### config.mk
export PLATFORM = sky130hd
export DESIGN_NAME = heading_complementary_filter
export DESIGN_NICKNAME = d
export VERILOG_FILES = /design/src/sv/hcf_pkg.sv /design/src/sv/heading_complementary_filter.sv /design/src/sv/hcf_ctrl.sv /design/src/sv/hcf_dp.sv
export SDC_FILE = /design/constraint.sdc
export NUM_CORES = 2
export LEC_CHECK = 0
export BUFFER_PORTS_ARGS = -buffer_cell sky130_fd_sc_hd__buf_2
export CORE_MARGIN = 2
export CORE_UTILIZATION = 65
export DETAILED_ROUTE_END_ITERATION = 6
export PLACE_DENSITY = 0.82
export SETUP_SLACK_MARGIN = 0.4
export SYNTH_ARGS = -nofsm -noshare
export SYNTH_HDL_FRONTEND = slang
export SYNTH_SLANG_ARGS = --single-unit
### constraint.sdc
create_clock -name clk -period 8.7 [get_ports clk]
set_input_delay 0.435 -clock clk [delete_from_list [all_inputs] [get_ports clk]]
set_output_delay 0.435 -clock clk [all_outputs]
set_load 0.01 [all_outputs]
### src/sv/hcf_pkg.sv
// Shared types, constants and the CORDIC arctangent table for the heading filter.
// Used by hcf_ctrl, hcf_dp and heading_complementary_filter; depends on nothing.
`default_nettype none
package hcf_pkg;

	// Iteration count and heading resolution.
	localparam int CORDIC_ITERATIONS = 16;
	localparam int YAW_FRAC_BITS     = 7;

	// Port widths.
	localparam int IN_W   = 16;
	localparam int HEAD_W = 16;
	localparam int WGT_W  = 16;
	localparam logic [WGT_W-1:0] WGT_RESET = 16'd62259;

	// Arctangent table length and the counter that indexes it.
	localparam int TABLE_LEN = 24;
	localparam int ITER_W    = $clog2(TABLE_LEN);

	// CORDIC vector: sign-extended sample, prescaled by 256, with room for gain.
	localparam int PRE_W   = IN_W + 2;
	localparam int PRE_SH  = 8;
	localparam int X_W     = PRE_W + PRE_SH + 1;

	// Angle accumulator in units of 1/65536 degree.
	localparam int ANG_W = 26;
	localparam logic signed [ANG_W-1:0] ANG_QUARTER = ANG_W'(90 * 65536);
	localparam logic signed [ANG_W-1:0] ANG_FULL    = ANG_W'(360 * 65536);
	localparam int ANG_SH = 16 - YAW_FRAC_BITS;
	localparam logic signed [ANG_W-1:0] ANG_RND = ANG_W'(1 << (ANG_SH - 1));

	// Heading units: a full and a half circle, and the width of an unwrapped value.
	localparam int FULL  = 360 << YAW_FRAC_BITS;
	localparam int HALF  = 180 << YAW_FRAC_BITS;
	localparam int SUM_W = $clog2(2 * FULL + 1);
	localparam int D_W   = SUM_W + 1;
	localparam int P_W   = D_W + WGT_W + 1;
	localparam int A_W   = P_W + 1;
	localparam int Y_W   = A_W - WGT_W;

	typedef enum logic [2:0] {
		ST_IDLE,
		ST_ITER,
		ST_MAP,
		ST_UNWRAP,
		ST_MUL,
		ST_ADD
	} hcf_state_t;

	// Commands from the controller to the datapath.
	typedef struct packed {
		logic              load;
		logic              iter;
		logic [ITER_W-1:0] idx;
		logic              map;
		logic              unwrap;
		logic              mul;
		logic              commit;
	} hcf_cmd_t;

	// atan(2^-i) in units of 1/65536 degree, rounded to nearest.
	function automatic logic signed [ANG_W-1:0] atan_entry(input logic [ITER_W-1:0] i);
		logic signed [ANG_W-1:0] v;
		case (i)
			5'd0:  v = ANG_W'(2949120);
			5'd1:  v = ANG_W'(1740967);
			5'd2:  v = ANG_W'(919879);
			5'd3:  v = ANG_W'(466945);
			5'd4:  v = ANG_W'(234379);
			5'd5:  v = ANG_W'(117304);
			5'd6:  v = ANG_W'(58666);
			5'd7:  v = ANG_W'(29335);
			5'd8:  v = ANG_W'(14668);
			5'd9:  v = ANG_W'(7334);
			5'd10: v = ANG_W'(3667);
			5'd11: v = ANG_W'(1833);
			5'd12: v = ANG_W'(917);
			5'd13: v = ANG_W'(458);
			5'd14: v = ANG_W'(229);
			5'd15: v = ANG_W'(115);
			5'd16: v = ANG_W'(57);
			5'd17: v = ANG_W'(29);
			5'd18: v = ANG_W'(14);
			5'd19: v = ANG_W'(7);
			5'd20: v = ANG_W'(4);
			5'd21: v = ANG_W'(2);
			5'd22: v = ANG_W'(1);
			default: v = '0;
		endcase
		return v;
	endfunction

endpackage
`default_nettype wire

### src/sv/heading_complementary_filter.sv
// Top level of the magnetometer heading filter with complementary blend.
// Depends on hcf_pkg, hcf_ctrl and hcf_dp.
//
//   channel   signals                          direction  payload
//   in        in_valid / in_ready              sink       mode, mag_x, mag_y
//   out       out_valid / out_ready            source     yaw
//   cfg       cfg_valid / cfg_ready            sink       cfg_data (gyro weight, Q0.16)
//
// An accepted beat runs CORDIC_ITERATIONS (16) steps of the shared CORDIC stage, then
// the angle mapping, unwrap, multiply and add states in that order; a new beat is
// taken only after the add has committed the result to yaw.
// The multiply-and-add blend uses one multiplier and registers the product between the multiply and add steps.
// Reset clears the stored heading to zero and loads the default weight.
// A result left waiting stalls the final add; configuration is always taken.
`default_nettype none
module heading_complementary_filter (
	input  wire logic                             clk,
	input  wire logic                             arst_n,
	input  wire logic                             in_valid,
	output logic                                  in_ready,
	input  wire logic                             mode,
	input  wire logic signed [hcf_pkg::IN_W-1:0]  mag_x,
	input  wire logic signed [hcf_pkg::IN_W-1:0]  mag_y,
	output logic                                  out_valid,
	input  wire logic                             out_ready,
	output logic [hcf_pkg::HEAD_W-1:0]            yaw,
	input  wire logic                             cfg_valid,
	output logic                                  cfg_ready,
	input  wire logic [hcf_pkg::WGT_W-1:0]        cfg_data
);
	import hcf_pkg::*;

	hcf_cmd_t cmd;

	assign cfg_ready = 1'b1;

	hcf_ctrl u_ctrl (
		.clk       (clk),
		.arst_n    (arst_n),
		.in_valid  (in_valid),
		.in_ready  (in_ready),
		.out_valid (out_valid),
		.out_ready (out_ready),
		.cmd       (cmd)
	);

	hcf_dp u_dp (
		.clk      (clk),
		.arst_n   (arst_n),
		.cmd      (cmd),
		.mode     (mode),
		.mag_x    (mag_x),
		.mag_y    (mag_y),
		.wgt_we   (cfg_valid),
		.wgt_data (cfg_data),
		.yaw      (yaw)
	);

endmodule
`default_nettype wire

### src/sv/hcf_ctrl.sv
// Sequencer for the heading filter: handshakes, iteration counter, output valid.
// Depends on hcf_pkg; drives the command struct of hcf_dp.
`default_nettype none
module hcf_ctrl (
	input  wire logic             clk,
	input  wire logic             arst_n,
	input  wire logic             in_valid,
	output logic                  in_ready,
	output logic                  out_valid,
	input  wire logic             out_ready,
	output hcf_pkg::hcf_cmd_t     cmd
);
	import hcf_pkg::*;

	localparam logic [ITER_W-1:0] LAST = ITER_W'(CORDIC_ITERATIONS - 1);

	hcf_state_t        state_q, state_d;
	logic [ITER_W-1:0] cnt_q, cnt_d;
	logic              out_valid_q;

	always_ff @(posedge clk or negedge arst_n) begin
		if (!arst_n) begin
			state_q     <= ST_IDLE;
			cnt_q       <= '0;
			out_valid_q <= 1'b0;
		end else begin
			state_q <= state_d;
			cnt_q   <= cnt_d;
			if (cmd.commit) begin
				out_valid_q <= 1'b1;
			end else if (out_ready) begin
				out_valid_q <= 1'b0;
			end
		end
	end

	always_comb begin
		state_d  = state_q;
		cnt_d    = cnt_q;
		cmd      = '0;
		in_ready = 1'b0;
		case (state_q)
			ST_IDLE: begin
				in_ready = 1'b1;
				if (in_valid) begin
					cmd.load = 1'b1;
					cnt_d    = '0;
					state_d  = ST_ITER;
				end
			end
			ST_ITER: begin
				cmd.iter = 1'b1;
				cmd.idx  = cnt_q;
				if (cnt_q == LAST) begin
					state_d = ST_MAP;
				end else begin
					cnt_d = cnt_q + 1'b1;
				end
			end
			ST_MAP: begin
				cmd.map = 1'b1;
				state_d = ST_UNWRAP;
			end
			ST_UNWRAP: begin
				cmd.unwrap = 1'b1;
				state_d    = ST_MUL;
			end
			ST_MUL: begin
				cmd.mul = 1'b1;
				state_d = ST_ADD;
			end
			ST_ADD: begin
				// The result register doubles as the stored heading, so it may
				// only load once the previous result has been taken.
				if (!out_valid_q || out_ready) begin
					cmd.commit = 1'b1;
					state_d    = ST_IDLE;
				end
			end
			default: begin
				state_d = ST_IDLE;
			end
		endcase
	end

	assign out_valid = out_valid_q;

`ifndef SYNTHESIS
	a_load_starts: assert property (@(posedge clk) disable iff (!arst_n)
		in_valid && in_ready |=> state_q == ST_ITER && cnt_q == '0)
		else $error("accepted beat did not start the iteration");
	a_iter_ends: assert property (@(posedge clk) disable iff (!arst_n)
		state_q == ST_ITER && cnt_q == LAST |=> state_q == ST_MAP)
		else $error("iteration did not end after the last step");
	a_cnt_range: assert property (@(posedge clk) disable iff (!arst_n)
		state_q == ST_ITER |-> cnt_q <= LAST)
		else $error("iteration counter out of range");
	a_hold_result: assert property (@(posedge clk) disable iff (!arst_n)
		state_q == ST_ADD && out_valid_q && !out_ready |=> state_q == ST_ADD)
		else $error("pending result overwritten");
`endif

endmodule
`default_nettype wire

### src/sv/hcf_dp.sv
// Datapath of the heading filter: iterative CORDIC atan2, angle mapping, blend.
// Depends on hcf_pkg; steered by the command struct from hcf_ctrl.
`default_nettype none
module hcf_dp (
	input  wire logic                              clk,
	input  wire logic                              arst_n,
	input  wire hcf_pkg::hcf_cmd_t                 cmd,
	input  wire logic                              mode,
	input  wire logic signed [hcf_pkg::IN_W-1:0]   mag_x,
	input  wire logic signed [hcf_pkg::IN_W-1:0]   mag_y,
	input  wire logic                              wgt_we,
	input  wire logic [hcf_pkg::WGT_W-1:0]         wgt_data,
	output logic [hcf_pkg::HEAD_W-1:0]             yaw
);
	import hcf_pkg::*;

	localparam logic [SUM_W-1:0]         FULL_U = SUM_W'(FULL);
	localparam logic signed [SUM_W+1:0]  HALF_S = (SUM_W + 2)'(HALF);
	localparam logic signed [A_W-1:0]    BLEND_RND = A_W'(1 << (WGT_W - 1));

	logic signed [X_W-1:0]   x_q, y_q;
	logic signed [ANG_W-1:0] z_q;
	logic                    zero_q, mode_q;
	logic [SUM_W-1:0]        m_q, mu_q;
	logic signed [D_W-1:0]   d_q;
	logic signed [P_W-1:0]   prod_q;
	logic [HEAD_W-1:0]       heading_q;
	logic [WGT_W-1:0]        wgt_q;

	// Load: negate y and pre-rotate a left half-plane vector by a quarter turn.
	logic signed [PRE_W-1:0] mxe, nye, x0, y0;
	logic signed [ANG_W-1:0] z0;

	always_comb begin
		mxe = PRE_W'(mag_x);
		nye = -PRE_W'(mag_y);
		x0  = mxe;
		y0  = nye;
		z0  = '0;
		if (mxe < 0) begin
			if (nye >= 0) begin
				x0 = nye;
				y0 = -mxe;
				z0 = ANG_QUARTER;
			end else begin
				x0 = -nye;
				y0 = mxe;
				z0 = -ANG_QUARTER;
			end
		end
	end

	// One CORDIC step; arithmetic shifts floor toward minus infinity.
	logic signed [X_W-1:0]   dx, dy;
	logic signed [ANG_W-1:0] tab;

	assign dx  = y_q >>> cmd.idx;
	assign dy  = x_q >>> cmd.idx;
	assign tab = atan_entry(cmd.idx);

	// Map the angle to a full circle and round to heading units.
	logic signed [ANG_W-1:0] zp, zr;
	logic [SUM_W-1:0]        h, m_d;

	always_comb begin
		zp  = z_q[ANG_W-1] ? z_q + ANG_FULL : z_q;
		zr  = (zp + ANG_RND) >>> ANG_SH;
		h   = SUM_W'(zr);
		m_d = (h >= FULL_U) ? h - FULL_U : h;
		if (zero_q) begin
			m_d = '0;
		end
	end

	// Unwrap against the stored heading, then form the difference to weight.
	logic [SUM_W-1:0]        g, mu_d, gu;
	logic signed [SUM_W+1:0] diff;
	logic signed [D_W-1:0]   d_d;

	always_comb begin
		g    = SUM_W'(heading_q);
		diff = signed'({2'b00, m_q}) - signed'({2'b00, g});
		mu_d = m_q;
		gu   = g;
		if (diff < -HALF_S) begin
			mu_d = m_q + FULL_U;
		end else if (diff > HALF_S) begin
			gu = g + FULL_U;
		end
		d_d = signed'({1'b0, gu}) - signed'({1'b0, mu_d});
	end

	// m*(1-w) + g*w is formed as m + (g-m)*w with a single multiplier.
	logic signed [P_W-1:0] prod_d;
	logic signed [A_W-1:0] acc;
	logic [Y_W-1:0]        yb, yw;
	logic [HEAD_W-1:0]     head_d;

	assign prod_d = P_W'(d_q) * P_W'(signed'({1'b0, wgt_q}));

	always_comb begin
		acc = (A_W'(signed'({1'b0, mu_q})) <<< WGT_W) + A_W'(prod_q) + BLEND_RND;
		yb  = Y_W'(acc >>> WGT_W);
		yw  = (yb > Y_W'(FULL)) ? yb - Y_W'(FULL) : yb;
		head_d = mode_q ? HEAD_W'(yw) : HEAD_W'(m_q);
	end

	always_ff @(posedge clk) begin
		if (cmd.load) begin
			x_q    <= X_W'(x0) <<< PRE_SH;
			y_q    <= X_W'(y0) <<< PRE_SH;
			z_q    <= z0;
			zero_q <= (mag_x == '0) && (mag_y == '0);
			mode_q <= mode;
		end else if (cmd.iter) begin
			if (y_q < 0) begin
				x_q <= x_q - dx;
				y_q <= y_q + dy;
				z_q <= z_q - tab;
			end else begin
				x_q <= x_q + dx;
				y_q <= y_q - dy;
				z_q <= z_q + tab;
			end
		end
		if (cmd.map) begin
			m_q <= m_d;
		end
		if (cmd.unwrap) begin
			mu_q <= mu_d;
			d_q  <= d_d;
		end
		if (cmd.mul) begin
			prod_q <= prod_d;
		end
	end

	always_ff @(posedge clk or negedge arst_n) begin
		if (!arst_n) begin
			heading_q <= '0;
			wgt_q     <= WGT_RESET;
		end else begin
			if (cmd.commit) begin
				heading_q <= head_d;
			end
			if (wgt_we) begin
				wgt_q <= wgt_data;
			end
		end
	end

	assign yaw = heading_q;

`ifndef SYNTHESIS
	a_map_range: assert property (@(posedge clk) disable iff (!arst_n)
		cmd.map |=> m_q < FULL_U)
		else $error("magnetic heading outside one full circle");
	a_unwrap_span: assert property (@(posedge clk) disable iff (!arst_n)
		cmd.unwrap |=> d_q <= D_W'(HALF) && d_q >= -D_W'(HALF))
		else $error("unwrapped headings differ by more than half a circle");
	a_blend_nonneg: assert property (@(posedge clk) disable iff (!arst_n)
		cmd.commit && mode_q |-> !acc[A_W-1])
		else $error("blend sum negative");
`endif

endmodule
`default_nettype wire
==> results.md <==
* Setup slack, reg-to-reg at between 1000 and 1500 ps
* GPL Wtd Cong at roughly 1.0
* HP Class: primary input to async pin
* Fin. max-slew vios at 0
* # resized after CTS at 0
* CTS sink cnt at around 200
* MaxCap Viol Count at 0
* Routed wire length at about 90 mm
* TritonCTS clock tree: yes
* Warnings, synthesis at 0
* Synth Instances at around 3700
* Setup Fix Bufs, Post-CTS at 0
* Die area at roughly 50000 um^2
* Clock buffer count from CTS at 17
* First-pass GRT wire length at around 140 mm
* Final Hold Viols at 0
* Final WS setup at roughly 1300 ps
* Ys async rst share at a little over a fifth
* Clock tree buffer depth at 2
* Most used DFF post-synth: edfxtp_1
* CTS clk-pin slew, worst paths at around 90 ps
* Filler instances at approximately 3800
* Startpoint Class: register
* Total vias in the final route at between 20000 and 30000
* Unique masters post-synth at between 100 and 150
* Seq/Total Area, Yosys at ~17%
* Slew @ Worst Pin at between 1000 and 1500 ps
* GRT Util Overall at approximately 36%
* Initial DRC count at 3366
* Grt met2 use at between 50% and 60%
* Antenna fix cells at 0
* Vias in the first global route at about 27000
* H-tree depth at 4
* Synthesized flop and latch total at 195
* Critical Path RT at 8970 ps
* DRC errors left at 0
* P&R area growth vs syn at 3.71%
* Number of synthesized flops with an enable pin at approximately 140
* Synthesized net count at between 4000 and 5000
* Routed Antenna Nets at 0
* Final setup TNS at 0 ps
* Share of layout cells above drive strength 1 at under 10%
* Synthesized area at roughly 31000 um^2
* Slew HR at a little over a fifth
* Worst-case hold slack at 59.9 ps
* Final min period at between 7000 and 8000 ps
* Endpoints failing setup at 0
* Area share of the largest cell type after synthesis at between 10% and 20%
* Core area at approximately 48000 um^2
* Fin nets at 4234
* WL/cell at around 21 um
* Top cell type by total area after synthesis: fa_1
* Detailed-route vias per instance at 6.47
* PortBufs at approximately 70
* Io pins at 73
* Cts hold-fix bufs at 0
* Endpoint class of the critical path: register
* TritonRoute pass-1 iters at 6
* Crit path DAT at about 7700 ps
* Status: finished, final reports clean
* Most frequent cell after synthesis: inv_1
* RSZ-0062 raised after global routing: false
* Synth area leaders: fa_1 (19%), edfxtp_1 (13%), ha_1 (9.2%)
* Die Ht at roughly 220 um
* Largest net degree at the start of global routing at about 70
* Crit share post-route at between 80% and 90%
* Die X at around 220 um
* Setup Skew at about 17 ps
* Mapped Avg Cell Area at about 8.5 um^2
* Sequential Area at about 5500 um^2
* Clock tree root buffer cell: clkbuf_16
* Setup WS pre-CTS at between 1000 and 1500 ps
* Dpl hpwl at approximately 70 mm
* Critical path type: register to register
* Initial Util at roughly two thirds
* Initial antenna violation count at 1
* CP max FO at 19
* Synth cell count leaders: inv_1 (471), nand2_1 (381), fa_1 (297)
* Multi-input logic area at 23400 um^2
* Met3 usage at between 7 and 8%
* Worst-Skew Late Latency at 510 ps
* FMAX at 135 MHz
* GR Util met1 at between 40 and 50%
* Total grt overflow at 0
* Top Usage Layer GRT: met2
* Row count at 80
registers in the layout, indices dropped and copies added (netlist names):
register,count
u_dp.x_q,27
u_dp.y_q,27
u_dp.z_q,26
u_dp.prod_q,20
u_dp.d_q,18
u_dp.m_q,17
u_dp.mu_q,17
u_dp.wgt_q,16
u_dp.yaw,16
u_ctrl.cnt_q,5
u_ctrl.state_q,3
u_ctrl.out_valid,1
u_dp.mode_q,1
u_dp.zero_q,1
per-stage QoR:
step           utilization (%)  cells  cell area, um^2
2_1_floorplan                -   3703            31500
6_report                  68.4   4279            32700
3_3_place_gp              67.2   4247            32100
3_5_place_dp              67.2   4247            32100
4_1_cts                   68.4   4279            32700
5_1_grt                   68.4   4279            32700
layer usage:
layer	vias up	wire length [um]
met5	-	13
met4	2	5930
met3	334	7790
met2	1458	40800
met1	13300	35300
li1	12600	-
cell type report:
type	count	area share, %
multi-input combinational	2854	71.7
clock buffer	19	1.42
sequential	195	16.8
tap	615	2.36
timing repair buffer	107	1.92
clock inverter	13	0.341
inverter	476	5.47
worst max-delay path, stage by stage (launching register included):
cell and delay (ps):
dfrtp_1 620, and2_1 310, fa_1 540, inv_1 60
fa_1 510, fa_1 510, inv_1 50, fa_1 470
fa_1 550, inv_1 60, fa_1 530, inv_1 40
ha_1 300, a21oi_1 170, nand2b_1 80, a211o_1 240
nand3_1 200, a21boi_0 220, a311oi_1 450, o31ai_1 200
a41o_1 310, or4_1 430, a31oi_1 210, xnor2_1 80
logic make-up (layout without fill, tap and decap cells):
logic type / Yosys count / in the layout / synth area share (%)
DFF: 195 / 195 / 17.5
xor gates and xnor gates: 249 / 249 / 6.97
buffers and inverters: 654 / 615 / 8.33
other: 1 / 1 / 0.0119
and+or+nand+nor: 1142 / 1142 / 17.9
adders and majority gates: 529 / 529 / 28.1
AOI/OAI and AO/OA: 814 / 814 / 17.2
muxes: 119 / 119 / 4.00
cells in the final DEF, fill, tap and decap left out, drive strengths merged, types with 107 or more instances in the layout:
| master | instances |
|---|---|
| a21oi | 205 |
| and2 | 133 |
| fa | 297 |
| xnor2 | 143 |
| edfxtp | 138 |
| nor2 | 235 |
| inv | 480 |
| o21ai | 168 |
| nand2 | 381 |
| ha | 232 |
| buf | 107 |
worst paths after layout:
check,startpoint,to,cells after the start
min in group clk,cfg_data[13],u_dp.wgt_q[13],2
worst min register to register,u_dp.y_q[0],u_dp.y_q[0],2
max in group asynchronous,arst_n,u_dp.yaw[0],2
worst min-delay path,arst_n,u_ctrl.out_valid,2
worst max register to register,u_dp.wgt_q[7],u_dp.prod_q[34],23
worst max-delay path,u_dp.wgt_q[7],u_dp.prod_q[34],23
Power is not shown: default switching activity piles up to over one toggle a cycle in this logic, so the estimate is an artifact.
